==> src/rtl/ost_pkg.sv <==
// Package for the operator symbol tokenizer: token codes, character codes,
// pair type and the classify/merge functions. No dependencies.
`default_nettype none

package ost_pkg;

  localparam int unsigned KIND_W = 6;
  localparam int unsigned PEND_W = 4;

  // Token kinds
  localparam logic [KIND_W-1:0] KIND_DOT       = 6'd0;
  localparam logic [KIND_W-1:0] KIND_COLON     = 6'd1;
  localparam logic [KIND_W-1:0] KIND_SEMI      = 6'd2;
  localparam logic [KIND_W-1:0] KIND_LPAREN    = 6'd3;
  localparam logic [KIND_W-1:0] KIND_RPAREN    = 6'd4;
  localparam logic [KIND_W-1:0] KIND_LBRACK    = 6'd5;
  localparam logic [KIND_W-1:0] KIND_RBRACK    = 6'd6;
  localparam logic [KIND_W-1:0] KIND_LBRACE    = 6'd7;
  localparam logic [KIND_W-1:0] KIND_RBRACE    = 6'd8;
  localparam logic [KIND_W-1:0] KIND_LT        = 6'd9;
  localparam logic [KIND_W-1:0] KIND_GT        = 6'd10;
  localparam logic [KIND_W-1:0] KIND_ASSIGN    = 6'd11;
  localparam logic [KIND_W-1:0] KIND_PIPE      = 6'd12;
  localparam logic [KIND_W-1:0] KIND_AMP       = 6'd13;
  localparam logic [KIND_W-1:0] KIND_CARET     = 6'd14;
  localparam logic [KIND_W-1:0] KIND_PLUS      = 6'd15;
  localparam logic [KIND_W-1:0] KIND_MINUS     = 6'd16;
  localparam logic [KIND_W-1:0] KIND_STAR      = 6'd17;
  localparam logic [KIND_W-1:0] KIND_SLASH     = 6'd18;
  localparam logic [KIND_W-1:0] KIND_LE        = 6'd19;
  localparam logic [KIND_W-1:0] KIND_GE        = 6'd20;
  localparam logic [KIND_W-1:0] KIND_EQ        = 6'd21;
  localparam logic [KIND_W-1:0] KIND_OROR      = 6'd22;
  localparam logic [KIND_W-1:0] KIND_OR_EQ     = 6'd23;
  localparam logic [KIND_W-1:0] KIND_ANDAND    = 6'd24;
  localparam logic [KIND_W-1:0] KIND_AND_EQ    = 6'd25;
  localparam logic [KIND_W-1:0] KIND_XOR_EQ    = 6'd26;
  localparam logic [KIND_W-1:0] KIND_INC       = 6'd27;
  localparam logic [KIND_W-1:0] KIND_ADD_EQ    = 6'd28;
  localparam logic [KIND_W-1:0] KIND_DEC       = 6'd29;
  localparam logic [KIND_W-1:0] KIND_SUB_EQ    = 6'd30;
  localparam logic [KIND_W-1:0] KIND_ARROW     = 6'd31;
  localparam logic [KIND_W-1:0] KIND_MUL_EQ    = 6'd32;
  localparam logic [KIND_W-1:0] KIND_DIV_EQ    = 6'd33;
  localparam logic [KIND_W-1:0] KIND_LINE_CMT  = 6'd34;
  localparam logic [KIND_W-1:0] KIND_BLOCK_CMT = 6'd35;
  localparam logic [KIND_W-1:0] KIND_ERROR     = 6'd36;

  localparam logic [KIND_W-1:0] PREFIX_OFFSET  = 6'd8;
  localparam logic [PEND_W-1:0] PEND_NONE      = 4'd0;
  localparam logic [PEND_W-1:0] PEND_LAST      = 4'd10;

  // Character codes
  localparam logic [7:0] CH_DOT    = 8'h2E;
  localparam logic [7:0] CH_COLON  = 8'h3A;
  localparam logic [7:0] CH_SEMI   = 8'h3B;
  localparam logic [7:0] CH_LPAREN = 8'h28;
  localparam logic [7:0] CH_RPAREN = 8'h29;
  localparam logic [7:0] CH_LBRACK = 8'h5B;
  localparam logic [7:0] CH_RBRACK = 8'h5D;
  localparam logic [7:0] CH_LBRACE = 8'h7B;
  localparam logic [7:0] CH_RBRACE = 8'h7D;
  localparam logic [7:0] CH_LT     = 8'h3C;
  localparam logic [7:0] CH_GT     = 8'h3E;
  localparam logic [7:0] CH_EQ     = 8'h3D;
  localparam logic [7:0] CH_PIPE   = 8'h7C;
  localparam logic [7:0] CH_AMP    = 8'h26;
  localparam logic [7:0] CH_CARET  = 8'h5E;
  localparam logic [7:0] CH_PLUS   = 8'h2B;
  localparam logic [7:0] CH_MINUS  = 8'h2D;
  localparam logic [7:0] CH_STAR   = 8'h2A;
  localparam logic [7:0] CH_SLASH  = 8'h2F;

  // One queue entry: one or two tokens caused by the same character
  typedef struct packed {
    logic              two;
    logic [KIND_W-1:0] k0;
    logic [KIND_W-1:0] k1;
  } pair_t;

  // Decoder result handed to the top level
  typedef struct packed {
    logic              push;
    pair_t             pair;
    logic [PEND_W-1:0] pend_nxt;
  } dec_t;

  function automatic logic [KIND_W-1:0] classify(input logic [7:0] ch);
    logic [KIND_W-1:0] k;
    unique case (ch)
      CH_DOT:    k = KIND_DOT;
      CH_COLON:  k = KIND_COLON;
      CH_SEMI:   k = KIND_SEMI;
      CH_LPAREN: k = KIND_LPAREN;
      CH_RPAREN: k = KIND_RPAREN;
      CH_LBRACK: k = KIND_LBRACK;
      CH_RBRACK: k = KIND_RBRACK;
      CH_LBRACE: k = KIND_LBRACE;
      CH_RBRACE: k = KIND_RBRACE;
      CH_LT:     k = KIND_LT;
      CH_GT:     k = KIND_GT;
      CH_EQ:     k = KIND_ASSIGN;
      CH_PIPE:   k = KIND_PIPE;
      CH_AMP:    k = KIND_AMP;
      CH_CARET:  k = KIND_CARET;
      CH_PLUS:   k = KIND_PLUS;
      CH_MINUS:  k = KIND_MINUS;
      CH_STAR:   k = KIND_STAR;
      CH_SLASH:  k = KIND_SLASH;
      default:   k = KIND_ERROR;
    endcase
    return k;
  endfunction

  // Returns {hit, kind}; hit low means the pair does not form an operator
  function automatic logic [KIND_W:0] merge(input logic [KIND_W-1:0] held,
                                            input logic [7:0] ch);
    logic              hit;
    logic [KIND_W-1:0] k;
    hit = 1'b0;
    k   = KIND_ERROR;
    unique case (held)
      KIND_LT:     begin hit = (ch == CH_EQ); k = KIND_LE; end
      KIND_GT:     begin hit = (ch == CH_EQ); k = KIND_GE; end
      KIND_ASSIGN: begin hit = (ch == CH_EQ); k = KIND_EQ; end
      KIND_PIPE: begin
        hit = (ch == CH_PIPE) || (ch == CH_EQ);
        k   = (ch == CH_PIPE) ? KIND_OROR : KIND_OR_EQ;
      end
      KIND_AMP: begin
        hit = (ch == CH_AMP) || (ch == CH_EQ);
        k   = (ch == CH_AMP) ? KIND_ANDAND : KIND_AND_EQ;
      end
      KIND_CARET:  begin hit = (ch == CH_EQ); k = KIND_XOR_EQ; end
      KIND_PLUS: begin
        hit = (ch == CH_PLUS) || (ch == CH_EQ);
        k   = (ch == CH_PLUS) ? KIND_INC : KIND_ADD_EQ;
      end
      KIND_MINUS: begin
        hit = (ch == CH_MINUS) || (ch == CH_EQ) || (ch == CH_GT);
        k   = (ch == CH_MINUS) ? KIND_DEC : ((ch == CH_EQ) ? KIND_SUB_EQ : KIND_ARROW);
      end
      KIND_STAR:   begin hit = (ch == CH_EQ); k = KIND_MUL_EQ; end
      KIND_SLASH: begin
        hit = (ch == CH_SLASH) || (ch == CH_STAR) || (ch == CH_EQ);
        k   = (ch == CH_SLASH) ? KIND_LINE_CMT :
              ((ch == CH_STAR) ? KIND_BLOCK_CMT : KIND_DIV_EQ);
      end
      default: begin hit = 1'b0; k = KIND_ERROR; end
    endcase
    return {hit, k};
  endfunction

endpackage

`default_nettype wire

==> src/rtl/ost_decode.sv <==
// Token decoder: one character plus the held prefix in, up to two tokens
// and the next held prefix out. Depends on ost_pkg.
`default_nettype none

module ost_decode (
  input  wire logic [7:0]                   char_code,
  input  wire logic                         end_of_input,
  input  wire logic [ost_pkg::PEND_W-1:0]   pend,
  output ost_pkg::dec_t                     dec
);
  import ost_pkg::*;

  logic              held_vld;
  logic [KIND_W-1:0] held;
  logic [KIND_W:0]   mrg;
  logic [KIND_W-1:0] cls;
  logic              cls_prefix;

  assign held_vld   = (pend != PEND_NONE) && (pend <= PEND_LAST);
  assign held       = {{(KIND_W-PEND_W){1'b0}}, pend} + PREFIX_OFFSET;
  assign mrg        = merge(held, char_code);
  assign cls        = classify(char_code);
  assign cls_prefix = (cls >= KIND_LT) && (cls <= KIND_SLASH);

  always_comb begin
    dec          = '0;
    dec.pend_nxt = PEND_NONE;
    if (held_vld) begin
      dec.push    = 1'b1;
      dec.pair.k0 = mrg[KIND_W] ? mrg[KIND_W-1:0] : held;
    end
    if (!(held_vld && mrg[KIND_W])) begin
      if (cls_prefix && !end_of_input) begin
        // hold the prefix for one character of lookahead
        dec.pend_nxt = PEND_W'(cls - PREFIX_OFFSET);
      end else if (held_vld) begin
        dec.pair.two = 1'b1;
        dec.pair.k1  = cls;
      end else begin
        dec.push    = 1'b1;
        dec.pair.k0 = cls;
      end
    end
  end

endmodule

`default_nettype wire

==> src/rtl/ost_token_queue.sv <==
// Two-entry result queue of token pairs with a token-wide output side.
// Depends on ost_pkg.
`default_nettype none

module ost_token_queue (
  input  wire logic                       clk,
  input  wire logic                       rst_n,
  input  wire logic                       push,
  input  wire ost_pkg::pair_t             pair,
  output logic                            full,
  output logic                            tok_vld,
  input  wire logic                       tok_rdy,
  output logic [ost_pkg::KIND_W-1:0]      tok_kind,
  output logic                            tok_last
);
  import ost_pkg::*;

  pair_t      ent_r [2];
  logic       wr_ptr_r, wr_ptr_nxt;
  logic       rd_ptr_r, rd_ptr_nxt;
  logic [1:0] cnt_r, cnt_nxt;
  logic       sel_r, sel_nxt;
  pair_t      head;
  logic       pop_tok, pop_ent;

  assign head     = ent_r[rd_ptr_r];
  assign full     = (cnt_r == 2'd2);
  assign tok_vld  = (cnt_r != 2'd0);
  assign tok_kind = sel_r ? head.k1 : head.k0;
  assign tok_last = sel_r || !head.two;
  assign pop_tok  = tok_vld && tok_rdy;
  // retire the entry once its final token has gone
  assign pop_ent  = pop_tok && (sel_r || !head.two);

  always_comb begin
    wr_ptr_nxt = push ? ~wr_ptr_r : wr_ptr_r;
    rd_ptr_nxt = pop_ent ? ~rd_ptr_r : rd_ptr_r;
    cnt_nxt    = cnt_r + {1'b0, push} - {1'b0, pop_ent};
    sel_nxt    = pop_tok ? !pop_ent : sel_r;
  end

  always_ff @(posedge clk) begin
    if (!rst_n) begin
      wr_ptr_r <= 1'b0;
      rd_ptr_r <= 1'b0;
      cnt_r    <= 2'd0;
      sel_r    <= 1'b0;
    end else begin
      wr_ptr_r <= wr_ptr_nxt;
      rd_ptr_r <= rd_ptr_nxt;
      cnt_r    <= cnt_nxt;
      sel_r    <= sel_nxt;
    end
  end

  always_ff @(posedge clk) begin
    if (push) begin
      ent_r[wr_ptr_r] <= pair;
    end
  end

endmodule

`default_nettype wire

==> src/rtl/operator_symbol_tokenizer_unit.sv <==
// Path: a taken character waits in the input register, is decoded from there and, unless
// held as a prefix, is written into the token queue once it has room for the pair.
// Throughput: one character per cycle while each yields at most one token and out_tready
// stays high; a character that flushes a held prefix and adds its own token yields two.
// Reset (rst_n low, synchronous) drops the input register, the held prefix and the queue.
`default_nettype none

module operator_symbol_tokenizer_unit (
  input  wire logic       clk,
  input  wire logic       rst_n,
  // input channel
  input  wire logic       in_tvalid,
  output logic            in_tready,
  input  wire logic [7:0] in_tdata,   // [7:0] char_code
  input  wire logic       in_tlast,   // end_of_input
  // result channel
  output logic            out_tvalid,
  input  wire logic       out_tready,
  output logic [7:0]      out_tdata,  // [5:0] token_kind, [7:6] zero
  output logic            out_tlast   // last_of_run
);
  import ost_pkg::*;

  // Input register: one character waiting for the decoder
  logic              in_v_r, in_v_nxt;
  logic [7:0]        char_r;
  logic              eoi_r;
  // Held prefix (0 means nothing held)
  logic [PEND_W-1:0] pend_r, pend_nxt;

  dec_t              dec;
  logic              q_full;
  logic              adv;
  logic              in_xfer;
  logic [KIND_W-1:0] tok_kind;

  // Advance the held character into the queue whenever there is room for its pair
  assign adv       = in_v_r && !q_full;
  assign in_tready = !in_v_r || adv;
  assign in_xfer   = in_tvalid && in_tready;

  always_comb begin
    in_v_nxt = in_xfer ? 1'b1 : (adv ? 1'b0 : in_v_r);
    pend_nxt = adv ? dec.pend_nxt : pend_r;
  end

  always_ff @(posedge clk) begin
    if (!rst_n) begin
      in_v_r <= 1'b0;
      pend_r <= PEND_NONE;
    end else begin
      in_v_r <= in_v_nxt;
      pend_r <= pend_nxt;
    end
  end

  // Payload needs no reset: hold it on every input transfer
  always_ff @(posedge clk) begin
    if (in_xfer) begin
      char_r <= in_tdata;
      eoi_r  <= in_tlast;
    end
  end

  ost_decode u_decode (
    .char_code    (char_r),
    .end_of_input (eoi_r),
    .pend         (pend_r),
    .dec          (dec)
  );

  ost_token_queue u_queue (
    .clk      (clk),
    .rst_n    (rst_n),
    .push     (adv && dec.push),
    .pair     (dec.pair),
    .full     (q_full),
    .tok_vld  (out_tvalid),
    .tok_rdy  (out_tready),
    .tok_kind (tok_kind),
    .tok_last (out_tlast)
  );

  assign out_tdata = {2'b00, tok_kind};

endmodule

`default_nettype wire

==> config.mk <==
export PLATFORM = sky130hd
export DESIGN_NAME = operator_symbol_tokenizer_unit
export DESIGN_NICKNAME = d
export VERILOG_FILES = /design/src/rtl/ost_pkg.sv /design/src/rtl/ost_decode.sv /design/src/rtl/ost_token_queue.sv /design/src/rtl/operator_symbol_tokenizer_unit.sv
export SDC_FILE = /design/constraint.sdc
export NUM_CORES = 1
export LEC_CHECK = 0
export ABC_AREA = 0
export BUFFER_PORTS_ARGS = -buffer_cell sky130_fd_sc_hd__buf_2
export CAP_MARGIN = 25
export CORE_UTILIZATION = 45
export CTS_BUF_LIST = sky130_fd_sc_hd__clkbuf_8
export DETAILED_ROUTE_END_ITERATION = 8
export GPL_ROUTABILITY_DRIVEN = 0
export GPL_TIMING_DRIVEN = 0
export PLACE_DENSITY_LB_ADDON = 0.25
export SLEW_MARGIN = 10
export SYNTH_ARGS = -nofsm -noshare
export SYNTH_HDL_FRONTEND = slang
export SYNTH_SLANG_ARGS = --single-unit
==> constraint.sdc <==
create_clock -name clk -period 5.92 [get_ports clk]
set_input_delay 1.184 -clock clk [delete_from_list [all_inputs] [get_ports clk]]
set_output_delay 1.184 -clock clk [all_outputs]
set_load 0.05 [all_outputs]
======== Word level (Yosys, flattened, before mapping) ========
Memory sizes are Yosys's and may differ from the RTL's. A register that Yosys moved wholly into a read port is not among the register bits.
Cells that the tools add are included.
storage, ports and cells
  memories kept ........................... 1
  bits in writable memories ............... 26
  output and inout port bits .............. 11
  input port bits ......................... 13
  register bits after elaboration ......... 19
cells by class
  $lt $le $gt $ge ......................... 3
  bitwise logic cells ..................... 2
  add/subtract/negate cells ............... 4
  eq/ne operators ......................... 30
  reductions and logical operators ........ 27
  muxes and demuxes ....................... 26
memories
  memory         depth  width  rd ports  clocked after memory_dff  wr ports  RTL line               source
  u_queue.ent_r  2      13     1         1                         1         ost_token_queue.sv:18  pair_t ent_r [2];
operators with widths
  operator               count
  $pmux W6 S19           1
  $eq A8 B6 Y1 const B   13
  $pmux W6 S10           1
  $eq A8 B7 Y1 const B   6
  $eq A6 B4 Y1 const B   7
  $mux W6                7
  $eq A6 B5 Y1 const B   3
  $mux W18               1
  $mux W14               1
  $mux W1                11
  $logic_and A1 B1 Y1    9
  $logic_or A1 B1 Y1     9
  $ge A6 B4 Y1 const B   1
  $le A6 B5 Y1 const B   1
  $pmux W1 S6            1
  $add A4 B4 Y5 const B  1
  $logic_not A1 Y1       5
  $reduce_or A5 Y1       1
  $le A4 B4 Y1 const B   1
  $mux W4                1
  $reduce_bool A2 Y1     2
  $reduce_bool A4 Y1     1
  $sub A4 B4 Y4 const B  1
  $mux W3                1
  5 further kinds        6

======== Depth between registers and ports, before layout ========
Gate-level depths: netlist of run 1.
  depth in word-level cells ............... 12
  depth in mapped cells ................... 14

======== Cells and area by module ========
From an unflattened synthesis of run 1, not the netlist that was laid out.
unflattened totals
  cell total of the unflattened synthesis .. 290
  area total of the unflattened synthesis .. 3,021.6 um^2
modules (own cells, without submodules)
  module                          cells an instance  instances  sequential area each (um^2)  area each (um^2)
  ost_decode                      185                1          0.0                          1,260.0
  ost_token_queue                 68                 1          900.9                        1,252.5
  operator_symbol_tokenizer_unit  37                 1          370.4                        509.2

======== Worst setup path after synthesis of run 1 ========
OpenSTA, ideal clock, no wires.
  kind .................................... register to register
  start ................................... reg char_r[7]
  end ..................................... reg u_queue.cnt_r[1]
  arrival time ............................ 2.956 ns
  path slack .............................. 2.849 ns
  setup time .............................. 0.115 ns
  stages on the path, launching flop included .. 14
  data required time ...................... 5.805 ns
  cells stage by stage .................... edfxtp_1 -> or4b_1 -> buf_2 -> nor3_1 -> or3b_2 -> nor2_1 -> or3_1 -> o21ai_1 -> ha_1 -> inv_1 -> ha_1 -> xnor2_1 -> xnor2_1 -> and2_1
between the ends
  longest elaborated chain between the ends .. 10
ends and longest elaborated chain
  item                                          RTL line                              source
  from (decl)                                   operator_symbol_tokenizer_unit.sv:26  logic [7:0] char_r;
  from (signal assigned)                        operator_symbol_tokenizer_unit.sv:60  char_r <= in_tdata;
  $eq A8 B6 Y1 (tied with other cells)          ost_pkg.sv:90, ost_pkg.sv:145
  $pmux W6 S19                                  ost_pkg.sv:90                         unique case (ch)
  $ge A6 B4 Y1 or $le A6 B5 Y1 (tied branches)  ost_decode.sv:23                      assign cls_prefix = (cls >= KIND_LT) && (cls <= KIND_SLASH);
  $logic_and A1 B1 Y1                           ost_decode.sv:23
  $logic_and A1 B1 Y1                           ost_decode.sv:33                      if (cls_prefix && !end_of_input) begin
  $mux W14                                      ost_decode.sv:33
  $mux W18 (*)                                  ost_decode.sv:32                      if (!(held_vld && mrg[KIND_W])) begin
  $logic_and A1 B1 Y1 (*)                       operator_symbol_tokenizer_unit.sv:75  .push (adv && dec.push),
  $add A2 B1 Y2 (*)                             ost_token_queue.sv:38                 cnt_nxt = cnt_r + {1'b0, push} - {1'b0, pop_ent};
  $sub A2 B1 Y2 (*)                             ost_token_queue.sv:38
  to (signal assigned)                          ost_token_queue.sv:51                 cnt_r <= cnt_nxt;
  to (decl)                                     ost_token_queue.sv:21                 logic [1:0] cnt_r, cnt_nxt;
Every way passes the cells marked *; elsewhere a longest branch is shown, timed or not.
A chain may end at the register's enable or synchronous reset.

======== Worst setup path after layout of run 1 ========
  start ................................... reg char_r[6]
  end ..................................... reg u_queue.cnt_r[1]
The elaborated chain is that of the path after synthesis.

==> out/qor.yml, run 1 <==
slew_violations: 0
total_power_w: 0.000893
synth_area_per_cell_um2: 10.2
power_frac_seq: 0.444
cts_tree: "done"
cts_made_buffers: 5
grt_pass1_vias: 1955
mostFrequentLayoutCells: "edfxtp_1 (35), nor2_1 (25), buf_2 (22)"
grt_usage: 0.186
drtIter0Drc: 123
max_freq_ghz: 0.273
swShare: 0.332
comb_power_share: 0.285
irDropWorstVdd_v: 0.000195
synth_ff_type: "edfxtp_1"
yosysUniqueCellTypes: 64
area_delta_synth_final_pct: 12.0
initial_core_util: 0.466
holdWs_ns: 0.489
drc: 0
start_kind: "register"
htreeDepth: 2
ctsResizeCount: 0
ys_seq_area_frac: 0.463
p_int_w: 0.000597
hold_viol: 0
p_leak_nw: 1.10
syn_inst: 268
clockBufferDepth: 2
final_common_cell: "edfxtp_1"
dieHeight_um: 80.1
skew_ns: 0.0114
required_ns: 6.12
fin_tns_setup_ns: 0
antenna_found_initial: 0
setup_viol: 0
die_w_um: 80.1
cts_setup_buffers: 0
postRouteAntennaNets: 0
num_rows: 28
hpwl_mm: 4.23
portBuffers: 20
wl_per_cell_um: 15.0
cts_hold_buf: 0
die-area_um2: 6420
ioPinCount: 24
relSlewSlack: 0.515
num-nets-final: 313
grt_overflow: 0
cts_root_buf: "clkbuf_8"
grt_setup_unrepaired: "false"
avgViaCountPerCell: 5.73
core_um2: 5890
clkPwrFrac: 0.270
synth_seq_cells: 46
synth_warnings: 0
arrival_ns: 3.87
drv_cap: 0
grt_pass1_wl_mm: 9.13
powerDensity_nw_per_um2: 290
worstSetupEndpointType: "register"
clock_latency_ns: 0.31
path_clk_slew_ns: 0.09
pre_cts_ws_ns: 2.29
critPathKind: "register to register"
vias: 2142
drive_gt1_frac: 0.167
antennaDiodeCount: 0
dr.pass1.iters: 4
post-route-worst-setup-slack_ns: 2.25
clock-sinks: 46
fin_crit_ns: 3.67
status: "finished, final reports clean"
routed_wl_mm: 5.63
async_flop_share: 0
finalCritPeriodShare: 0.620
grt_max_degree: 17
synth_edf_count: 35
cp_max_fo: 10
holdCritPathClass: "register to register"
synth_area_um2: 2750
p_switching_w: 0.000296
worst_slew_pin_slew_ns: 0.726
layout make-up:
class / instances / area, um^2
buffer: 23 / 108
clock buffer: 5 / 68.8
clock inverter: 3 / 48.8
fill: 551 / 2810
inverter: 12 / 45.0
multi-input combinational: 188 / 1330
sequential: 46 / 1270
tap: 75 / 93.8
timing repair buffer: 22 / 115
power by group through the flow:
stage / registers (W) / logic [W] / clock network, W
global route: 0.000400 / 0.000279 / 0.000256
CTS: 0.000397 / 0.000257 / 0.000248
detailed placement: 0.000404 / 0.000257 / 0
finish: 0.000397 / 0.000255 / 0.000241
global placement: 0.000403 / 0.000253 / 0
floorplan: 0.000399 / 0.000209 / 0
metal layers:
metal	GRT usage	up-vias	wire length, um
li1	-	1061	-
met1	0.246	1008	2610
met2	0.305	61	2650
met3	0.0341	12	252
met4	0.0661	0	112
met5	0	-	0
worst max-delay path, cell delays in order (launching register included):
cell and delay (ns):
edfxtp_1 0.38, clkbuf_1 0.23, nor3b_1 0.65, nand3_1 0.41, or3b_2 0.33, nor2_1 0.09, or3_1 0.34, o21ai_1 0.30
ha_1 0.30, inv_1 0.05, ha_1 0.14, xnor2_1 0.13, xnor2_1 0.08, and2_1 0.15
Yosys cell counts (2+ instances only):
cell type | instances | share of area
mux2i_1 | 5 | 0.018
buf_2 | 2 | 0.0036
and3_1 | 2 | 0.0046
nand3b_1 | 4 | 0.011
clkbuf_1 | 17 | 0.023
a21boi_0 | 2 | 0.0055
or3_1 | 3 | 0.0068
ha_1 | 2 | 0.0091
nand4b_1 | 2 | 0.0064
edfxtp_1 | 35 | 0.38
nor4b_1 | 3 | 0.0096
o211a_1 | 3 | 0.011
o31ai_1 | 2 | 0.0055
nor3_1 | 9 | 0.016
inv_1 | 12 | 0.016
nor3b_1 | 5 | 0.014
or2_2 | 3 | 0.0068
nand3_1 | 7 | 0.013
nand2_1 | 16 | 0.022
a22oi_1 | 3 | 0.0082
nor2_1 | 25 | 0.034
buf_4 | 3 | 0.0082
dfxtp_1 | 11 | 0.080
mux4_2 | 6 | 0.049
o21ai_0 | 8 | 0.015
a32o_1 | 4 | 0.015
xor2_1 | 4 | 0.013
o211ai_1 | 2 | 0.0055
xnor2_1 | 3 | 0.0096
a21oi_1 | 10 | 0.018
and2_1 | 5 | 0.011
nor2b_1 | 6 | 0.014
a31oi_1 | 6 | 0.014
o22ai_1 | 2 | 0.0046
nand2b_1 | 6 | 0.014
or3b_2 | 2 | 0.0064
cell families (layout without fill, tap and decap cells):
kind of cell / after synthesis / in the layout / share of synthesized area
and+or+nand+nor: 108 / 108 / 0.222
AOI/OAI and AO/OA: 58 / 58 / 0.159
DFF: 46 / 46 / 0.463
buffers and inverters: 35 / 65 / 0.0556
muxes: 11 / 11 / 0.0675
xor gates and xnor gates: 7 / 7 / 0.0223
adders and majority gates: 2 / 2 / 0.00911
other: 1 / 2 / 0.00137
final timing paths:
check / startpoint / to / slack, ns / cells after the start
max reg2reg: char_r[6] / u_queue.cnt_r[1] / 2.25 / 13
min reg2reg: u_queue.wr_ptr_r / u_queue.wr_ptr_r / 0.49 / 2
min: u_queue.wr_ptr_r / u_queue.wr_ptr_r / 0.49 / 2
max: char_r[6] / u_queue.cnt_r[1] / 2.25 / 13
flip-flops by register name, indices dropped and copies added, names as in the netlist, 2 cells and up, named ones only:
register / cells
u_queue.ent_r: 26
char_r: 8
pend_r: 4
u_queue.cnt_r: 2
metrics by stage:
stage	std cells	utilization	instance area, um^2
after floorplan	269	-	2750
after global placement	364	0.500	2940
after detailed placement	366	0.503	2960
after CTS	374	0.523	3080
after global routing	374	0.523	3080
final	374	0.523	3080
Note: power is estimated with default switching activity, not from simulation.
==> run 2, diff against run 1 <==
- clock period: 5.92 -> 3.3 ns (I/O delays scaled with it)
==> out/qor.yml, run 2 (same netlist as run 1, synthesis figures left out) <==
avgViaCountPerCell: 5.80  # was 5.73
min_path_cells: 2  # unchanged
path_clk_slew_ns: 0.09  # about the same
relSlewSlack: 0.595  # was 0.515
critPathKind: "register to register"  # unchanged
worstSetupEndpointType: "register"  # unchanged
cts_made_buffers: 5  # unchanged
die_w_um: 80.1  # unchanged
cts_tree: "done"  # unchanged
largest_reg_flops: 26  # unchanged
path_buf_inv: 2  # unchanged
dr.pass1.iters: 4  # unchanged
setup_viol: 0  # unchanged
vias: 2181  # was 2142
grt_pass1_wl_mm: 9.19  # was 9.13 mm
slowest_delay_ns: 0.55  # was 0.65 ns
crit_family: "simple AND/OR/NAND/NOR gates"  # unchanged
antennaDiodeCount: 0  # unchanged
fin_area_um2: 3170  # was 3080 um^2
crit_path_top_delay_cell: "or4b_1"  # was nor3b_1
cp_max_fo: 6  # was 10
cts_hold_buf: 0  # unchanged
portBuffers: 20  # unchanged
grt_overflow: 0  # unchanged
start_kind: "register"  # unchanged
min_from: "u_queue.wr_ptr_r"  # unchanged
die-area_um2: 6420  # unchanged
num_rows: 28  # unchanged
slew_violations: 0  # unchanged
ioPinCount: 24  # unchanged
area_delta_synth_final_pct: 15.5  # was 12.0%
num-nets-final: 315  # was 313
routed_wl_mm: 5.76  # was 5.63 mm
fin_crit_ns: 3.14  # was 3.67 ns
r2r_end: "u_queue.cnt_r[1]"  # unchanged
p_leak_nw: 1.15  # was 1.10 nW
dr.max_layer_used: "met4"  # unchanged
holdWs_ns: 0.499  # was 0.489 ns
drtIter0Drc: 112  # was 123
grt_usage: 0.187  # was 0.186
dieHeight_um: 80.1  # unchanged
cts_root_buf: "clkbuf_8"  # unchanged
cp_cell_sequence: "or4b_1 > buf_2 > nor3_4 > or3b_2 > nor2_1 > or3_1 > o21ai_4 > ha_1 > inv_1 > ha_1 > xnor2_1 > xnor2_1 > and2_1"  # was clkbuf_1 > nor3b_1 > nand3_1 > or3b_2 > nor2_1 > or3_1 > o21ai_1 > ha_1 > inv_1 > ha_1 > xnor2_1 > xnor2_1 > and2_1
required_ns: 3.50  # was 6.12 ns
reg2regPathDepth: 13  # unchanged
hold_viol: 0  # unchanged
grt_pass1_vias: 1957  # was 1955
mostFrequentLayoutCells: "edfxtp_1 (35), nor2_1 (24), buf_2 (22)"  # was edfxtp_1 (35), nor2_1 (25), buf_2 (22)
worst_slew_pin_slew_ns: 0.599  # was 0.726 ns
antenna_found_initial: 0  # unchanged
drc: 0  # unchanged
worstSetupStartpoint: "char_r[4]"  # was char_r[6]
biggestRegsByFlops: "u_queue.ent_r: 26 flops, char_r: 8 flops, pend_r: 4 flops"  # unchanged
powerDensity_nw_per_um2: 511  # was 290 nW/um^2
status: "finished, final reports clean"  # unchanged
total_power_w: 0.00162  # was 0.000893 W
drive_gt1_frac: 0.219  # was 0.167
clock-sinks: 46  # unchanged
finalCritPeriodShare: 0.951  # was 0.620
htreeDepth: 2  # unchanged
wl_per_cell_um: 15.3  # was 15.0 um
top_register: "u_queue.ent_r"  # unchanged
wl_met2_mm: 2.78  # was 2.65 mm
skew_ns: 0.0111  # was 0.0114 ns
arrival_ns: 3.34  # was 3.87 ns
wl_met1_mm: 2.60  # was 2.61 mm
rrSetupSlack_ns: 0.16  # was 2.25 ns
final_common_cell: "edfxtp_1"  # unchanged
drv_cap: 0  # unchanged
hpwl_mm: 4.23  # unchanged
grt_max_degree: 17  # unchanged
irDropWorstVdd_v: 0.000332  # was 0.000195 V
place_area_um2: 2960  # unchanged
rr_startpoint: "char_r[4]"  # was char_r[6]
clockBufferDepth: 2  # unchanged
holdCritPathClass: "register to register"  # unchanged
worstHoldEndpoint: "u_queue.wr_ptr_r"  # unchanged
core_um2: 5890  # unchanged
postRouteAntennaNets: 0  # unchanged
met3WireLength_um: 264  # was 252 um
max_freq_ghz: 0.319  # was 0.273 GHz
initial_core_util: 0.466  # unchanged
clock_latency_ns: 0.31  # about the same
==> run 2: changes by cell type in the layout (fill, tap and decap cells not counted), sizes merged <==
cell,previous run,this run
buf,28,30
==> run 2: worst max path at each step <==
stage                                  end  cells past startpoint
after floorplan           u_queue.cnt_r[1]                     13
after global placement    u_queue.cnt_r[1]                     13
after detailed placement  u_queue.cnt_r[1]                     13
after CTS                 u_queue.cnt_r[1]                     13
after global routing      u_queue.cnt_r[1]                     13
final                     u_queue.cnt_r[1]                     13
==> run 2: worst reg2reg max path, cell delays in order, from the launching register on <==
cell	delay [ns]
edfxtp_1	0.43
or4b_1	0.55
buf_2	0.19
nor3_4	0.21
or3b_2	0.19
nor2_1	0.09
or3_1	0.38
o21ai_4	0.20
ha_1	0.26
inv_1	0.05
ha_1	0.14
xnor2_1	0.13
xnor2_1	0.08
and2_1	0.15
==> run 2: metrics by stage <==
step	std cells	utilization	setup slack (ns)	setup TNS, ns
2_1_floorplan	269	-	0.229	0
3_3_place_gp	364	0.500	-0.328	-8.71
3_5_place_dp	366	0.503	-0.331	-1.46
4_1_cts	374	0.526	0.0199	0
5_1_grt	376	0.538	-0.0247	-0.0247
6_report	376	0.538	0.161	0
==> run 2: final cells by class <==
type                       instances  area, um^2
tap                               75        93.8
buffer                            23         114
timing repair buffer              24         130
clock buffer                       5        68.8
multi-input combinational        188        1400
inverter                          12        45.0
sequential                        46        1270
clock inverter                     3        48.8
fill                             536        2720
==> run 2: layer usage <==
metal | GRT usage | up-vias
met5 | 0 | -
met1 | 0.249 | 1036
met4 | 0.0625 | 0
met3 | 0.0330 | 12
li1 | - | 1065
met2 | 0.308 | 68
==> run 2: timing repair <==
| item | in CTS | in global routing |
|---|---|---|
| setup endpoints to repair | 19 | 24 |
| endpoints found under the hold margin | 0 | 0 |
| resized for setup | 5 | 19 |
| pin swaps | 0 | 2 |
| setup buffers | 0 | 2 |
==> run 2: where the power goes <==
| group | internal, W | leakage [nW] | switching, W | total, W |
|---|---|---|---|---|
| clock network | 0.000231 | 0.0563 | 0.000204 | 0.000435 |
| registers | 0.000683 | 0.425 | 0.0000280 | 0.000711 |
| logic | 0.000165 | 0.665 | 0.000310 | 0.000475 |
| total | 0.00108 | 1.15 | 0.000542 | 0.00162 |
